===== src/hw/rtl/pfa_pkg.sv =====
// shared types and constants of the page frame allocator
package pfa_pkg;

    // command codes
    typedef enum logic [2:0] {
        OP_LOAD      = 3'd0,
        OP_ALLOC     = 3'd1,
        OP_RETAIN    = 3'd2,
        OP_RELEASE   = 3'd3,
        OP_SHARE     = 3'd4,
        OP_UNSHARE   = 3'd5,
        OP_MARK_COW  = 3'd6,
        OP_CLEAR_COW = 3'd7
    } cmd_op_t;

    // page flag bit positions
    localparam int FLAG_FREE   = 0;
    localparam int FLAG_ALLOC  = 1;
    localparam int FLAG_RSVD   = 2;
    localparam int FLAG_SHARED = 3;
    localparam int FLAG_COW    = 4;
    localparam int FLAG_DIRTY  = 5;

    // fixed field widths of the stream payload
    localparam int FLAGS_W    = 6;
    localparam int PAGE_IDX_W = 12;
    localparam int CNT_PORT_W = 16;
    localparam int PAGE_CNT_W = 13;

    typedef enum logic [2:0] {
        ST_CLEAR,
        ST_IDLE,
        ST_READ,
        ST_EXEC,
        ST_UNLINK,
        ST_LINK,
        ST_PUSH,
        ST_DONE
    } seq_state_t;

    // free list actions decided by the entry update
    typedef struct packed {
        logic do_unlink;
        logic do_push;
        logic on_list;
    } list_ctrl_t;

endpackage


===== src/hw/rtl/pfa_entry_update.sv =====
// flag and count update of one page entry for each command
module pfa_entry_update
    import pfa_pkg::*;
#(
    parameter int COUNT_WIDTH = 16
) (
    input  cmd_op_t                op,
    input  logic [FLAGS_W-1:0]     flags_in,
    input  logic [COUNT_WIDTH-1:0] ref_in,
    input  logic [COUNT_WIDTH-1:0] share_in,
    input  logic                   on_list_in,
    input  logic [FLAGS_W-1:0]     init_flags,
    input  logic [CNT_PORT_W-1:0]  init_ref,
    input  logic [CNT_PORT_W-1:0]  init_share,
    output logic [FLAGS_W-1:0]     flags_out,
    output logic [COUNT_WIDTH-1:0] ref_out,
    output logic [COUNT_WIDTH-1:0] share_out,
    output list_ctrl_t             ctrl
);

    localparam logic [COUNT_WIDTH-1:0] CNT_MAX  = {COUNT_WIDTH{1'b1}};
    localparam logic [COUNT_WIDTH-1:0] CNT_ONE  = COUNT_WIDTH'(1);
    localparam logic [COUNT_WIDTH-1:0] CNT_ZERO = '0;

    always_comb begin
        logic [FLAGS_W-1:0]     f;
        logic [COUNT_WIDTH-1:0] r;
        logic [COUNT_WIDTH-1:0] s;
        logic                   unl;
        logic                   psh;
        f   = flags_in;
        r   = ref_in;
        s   = share_in;
        unl = 1'b0;
        psh = 1'b0;
        unique case (op)
            OP_LOAD: begin
                unl = on_list_in;
                f   = init_flags;
                r   = COUNT_WIDTH'(init_ref);
                s   = COUNT_WIDTH'(init_share);
                psh = init_flags[FLAG_FREE];
            end
            OP_ALLOC: begin
                unl            = 1'b1;
                f[FLAG_FREE]   = 1'b0;
                f[FLAG_RSVD]   = 1'b0;
                f[FLAG_SHARED] = 1'b0;
                f[FLAG_COW]    = 1'b0;
                f[FLAG_ALLOC]  = 1'b1;
                r              = CNT_ONE;
                s              = CNT_ONE;
            end
            OP_RETAIN: begin
                if (f[FLAG_FREE]) begin
                    unl           = on_list_in;
                    f[FLAG_FREE]  = 1'b0;
                    f[FLAG_RSVD]  = 1'b0;
                    f[FLAG_ALLOC] = 1'b1;
                end
                if (r != CNT_MAX) begin
                    r = r + CNT_ONE;
                end
                if (r == CNT_ONE) begin
                    s = CNT_ONE;
                end
            end
            OP_RELEASE: begin
                if (r != CNT_ZERO) begin
                    r = r - CNT_ONE;
                    if (r == CNT_ZERO && !f[FLAG_RSVD]) begin
                        f[FLAG_ALLOC]  = 1'b0;
                        f[FLAG_SHARED] = 1'b0;
                        f[FLAG_COW]    = 1'b0;
                        f[FLAG_FREE]   = 1'b1;
                        s              = CNT_ZERO;
                        psh            = !f[FLAG_DIRTY] && !on_list_in;
                    end
                end
            end
            OP_SHARE: begin
                if (!f[FLAG_SHARED]) begin
                    f[FLAG_SHARED] = 1'b1;
                    if (s == CNT_ZERO) begin
                        s = CNT_ONE;
                    end
                end
                if (s != CNT_MAX) begin
                    s = s + CNT_ONE;
                end
            end
            OP_UNSHARE: begin
                if (f[FLAG_SHARED]) begin
                    if (s != CNT_ZERO) begin
                        s = s - CNT_ONE;
                    end
                    if (s <= CNT_ONE) begin
                        f[FLAG_SHARED] = 1'b0;
                    end
                end
            end
            OP_MARK_COW: begin
                f[FLAG_COW] = 1'b1;
            end
            OP_CLEAR_COW: begin
                f[FLAG_COW] = 1'b0;
            end
        endcase
        flags_out      = f;
        ref_out        = r;
        share_out      = s;
        ctrl.do_unlink = unl;
        ctrl.do_push   = psh;
        ctrl.on_list   = psh ? 1'b1 : (unl ? 1'b0 : on_list_in);
    end

endmodule


===== config.mk =====
export PLATFORM = sky130hd
export DESIGN_NAME = pfa_entry_update
export DESIGN_NICKNAME = d
export VERILOG_FILES = /design/src/hw/rtl/pfa_pkg.sv /design/src/hw/rtl/pfa_entry_update.sv
export SDC_FILE = /design/constraint.sdc
export NUM_CORES = 1
export LEC_CHECK = 0
export BUFFER_PORTS_ARGS = -buffer_cell sky130_fd_sc_hd__buf_2
export CAP_MARGIN = 5
export CORE_MARGIN = 3
export CORE_UTILIZATION = 53
export DETAILED_ROUTE_END_ITERATION = 8
export GPL_TIMING_DRIVEN = 0
export PLACE_DENSITY = 0.85
export SLEW_MARGIN = 0
export SYNTH_ARGS = -nofsm -noshare
export SYNTH_HDL_FRONTEND = slang
export SYNTH_SLANG_ARGS = --single-unit

===== constraint.sdc =====
create_clock -name vclk -period 4.3
set_clock_uncertainty 0.2 [all_clocks]
set_input_delay 0 -clock vclk [all_inputs]
set_output_delay 0 -clock vclk [all_outputs]
set_load 0.05 [all_outputs]

==> results.md <==
* Post-CTS Hold Buffers at 0
* Total GRT Usage at around two fifths
* Pleak at 1.58 nW
* Crit Path Class: input port to output port
* Sequential cell count at 0
* Die area at about 7000 sq um
* Largest stage delay, worst path at 0.60 ns
* Antenna viol nets, final at 0
* Register area share after synthesis at 0%
* Detail Placement HPWL at roughly 11 mm
* WP data required at approximately 4 ns
* Layout cells sized above 1 at roughly a fifth
* Placed inst area at around 3800 sq um
* FMAX at 239 MHz
* Unrepaired setup endpoints after global routing: no
* Main combinational cell family by area after synthesis: simple AND/OR/NAND/NOR gates
* Antenna violations before repair at 0
* DRT Pass-1 Iters at 6
* CP delay by family, top: simple AND/OR/NAND/NOR gates
* DR DRC count at 0
* Minimum clock period at 4.19 ns
* Slowest-stage cell, CP: or4_4
* Post-Synthesis Cell Area at ~3200 sq um
* Vias/cell at roughly 7.2
* Antenna cells at 0
* Synthesized instance count at 532
* Outcome: finished, final reports clean
* Register area at 0 sq um
* Synth Area in Simple Gates at between 40% and 50%
* First-pass GRT wire length at approximately 24 mm
* Netlist cell types at a little under 70
* Final instance area at slightly below 4000 sq um
* Vias in the first global route at between 4000 and 5000
* Hold Slack at about 0.21 ns
* Num rows at 27
* Tightest Pin Transition at 1.26 ns
* Final worst setup slack at between 0.1 and 0.15 ns
* Syn_nets at between 600 and 700
* CP Launch Type: input port
* Power Dens Cells at 128 nW/um^2
* CP cell instances: clkbuf_1, or4_4, nor4b_4, nand2_2, ha_1, o21ai_2, ha_1, nand4_1, nor4_4, nor3b_2, and2_1, a21o_1, nor3b_1, a211o_1, buf_2
* Worst path most repeated cell: ha_1
* Max VDD drop at around 0.000065 V
* Top cells by area, synth: a21oi_1 (6.8%), nor2_1 (6.7%), nand2_1 (5.8%)
* DR vias at 5185
* Synth warn at 0
* Clkbuf count at 0
* Multi-input logic area at roughly 3000 sq um
* WP data arrival at about 4.0 ns
* Initial Utilization at ~56%
* Max-cap violations at 0
* I/O pin count at 121
* Compound-gate portion of the synthesized area at between 30% and 40%
* Port buffer count at roughly 110
* Fin util at between 60% and 70%
* Final Max Slew Viols at 0
* Cells after DPL at between 700 and 800
* Finished Layout Cells at 718
* Largest net degree at the start of global routing at 11
* XOR/XNOR Fraction of Synth Area at approximately 5.5%
* Worst hold path type: input port to output port
* Crit. End Element: output port
* Die width at roughly 83 um
* Fill count at 539
* Mux share of post-synthesis cell area at 3.29%
* Core ar. at 5640 sq um
* Fin. Hold Viols at 0
* Post-Route WL at between 15 and 20 mm
* Placer Congestion at ~1.1
* Post-Synth Adder-Cell Area at between 3 and 4%
* WL/cell at ~21 um
* Crit path max fanout at 9
* Grt ovf at 0
* Final setup fails at 0
* Bufs and invs on worst path at 2
* Cell taking the most area after synthesis: a21oi_1
* Rel. slew slack at 15.7%
* Synth top area share at 6.81%
* Final net count at 736
* Initial DRC count at between 600 and 700
* Pre-CTS setup slack at -0.577 ns
* P&R area growth vs syn at 22.3%
* Crit share post-route at 97.5%
* Synthesized area per cell at 5.94 sq um
* Die span in y at around 83 um
[power breakdown]
group | switching, mW | internal, mW | leakage (nW) | total (mW)
Clock | 0 | 0 | 0 | 0
Sequential | 0 | 0 | 0 | 0
Combinational | 0.356 | 0.140 | 1.58 | 0.496
[kinds of logic (layout without fill, tap and decap cells)]
family / Yosys count / count (layout)
buffers and inverters: 69 / 183
muxes: 10 / 10
xor gates and xnor gates: 20 / 20
and+or+nand+nor: 238 / 238
adders and majority gates: 8 / 8
AOI/OAI and AO/OA: 187 / 187
[area by class of cell]
cell class,count,area share [%]
multi-input cells,463,76.0
repair buffers,114,14.8
plain buffers,47,4.66
well taps,72,2.33
inverters,22,2.14
[what timing repair did]
item / 4_1_cts / 5_1_grt
resized for setup: 3 / 4
endpoints found under the setup margin: 12 / 8
cloned: 0 / 0
pin swaps: 1 / 2
buffers inserted: 1 / 0
hold endpoints to repair: 0 / 0
[synthesized netlist by cell type (4+ instances only)]
| master | number |
|---|---|
| and2_1 | 4 |
| a21oi_1 | 43 |
| nand4_1 | 16 |
| a31oi_1 | 10 |
| nor3_1 | 14 |
| o31ai_1 | 7 |
| a32o_1 | 5 |
| a221o_1 | 5 |
| nor4_1 | 16 |
| o22ai_1 | 8 |
| o21ai_1 | 26 |
| o21ai_0 | 22 |
| buf_1 | 5 |
| ha_1 | 8 |
| inv_1 | 21 |
| and3_1 | 13 |
| nand3_1 | 24 |
| mux2i_1 | 7 |
| or3_1 | 5 |
| xnor2_1 | 14 |
| nor3b_1 | 5 |
| xor2_1 | 6 |
| nand2_1 | 49 |
| clkbuf_1 | 39 |
| o211ai_1 | 8 |
| nor2_1 | 56 |
| a22oi_1 | 4 |
| a221oi_1 | 5 |
| a41oi_1 | 6 |
| or4_1 | 7 |
[worst min-delay path, stage by stage]
cell and delay [ns]:
buf_2 0.11, nand2_1 0.05, nand2_1 0.05, buf_2 0.20
[worst paths after layout]
path    startpoint            end  slack (ns)  cells after the start
max   share_in[10]  share_out[15]        0.11                     15
min    flags_in[1]   flags_out[1]        0.21                      4
[placed cells by master (no fill, tap or decap), types with 4 or more instances in the layout]
master / count
a31oi_1: 10
and3_1: 13
o22ai_1: 8
nand3_1: 24
nand2_1: 48
buf_2: 116
and2_1: 4
buf_1: 5
nand4_1: 16
a21oi_1: 43
xnor2_1: 14
nor3_1: 14
nor3b_1: 4
nor4_1: 15
a22oi_1: 4
mux2i_1: 7
o21ai_1: 25
o211ai_1: 8
xor2_1: 6
a221o_1: 5
o31ai_1: 7
or3_1: 5
or4_1: 6
nor2_1: 56
clkbuf_1: 39
a221oi_1: 5
inv_1: 21
ha_1: 8
a41oi_1: 6
a32o_1: 5
o21ai_0: 22
[routing by layer]
layer / vias up / global-route usage [%] / part of all wire (%)
met1: 2207 / 46.7 / 33
met3: 137 / 8.04 / 15
met4: 0 / 28.7 / 8.0
li1: 2286 / - / -
met2: 555 / 67.9 / 44
met5: - / 0 / 0
[stage by stage]
stage / setup TNS [ns] / power (mW)
final: 0 / 0.496
after CTS: 0 / 0.479
after detailed placement: -3.36 / 0.476
after global placement: -3.32 / 0.470
after floorplan: 0 / 0.332
after global routing: 0 / 0.520
(Power assumes the default switching activity.)
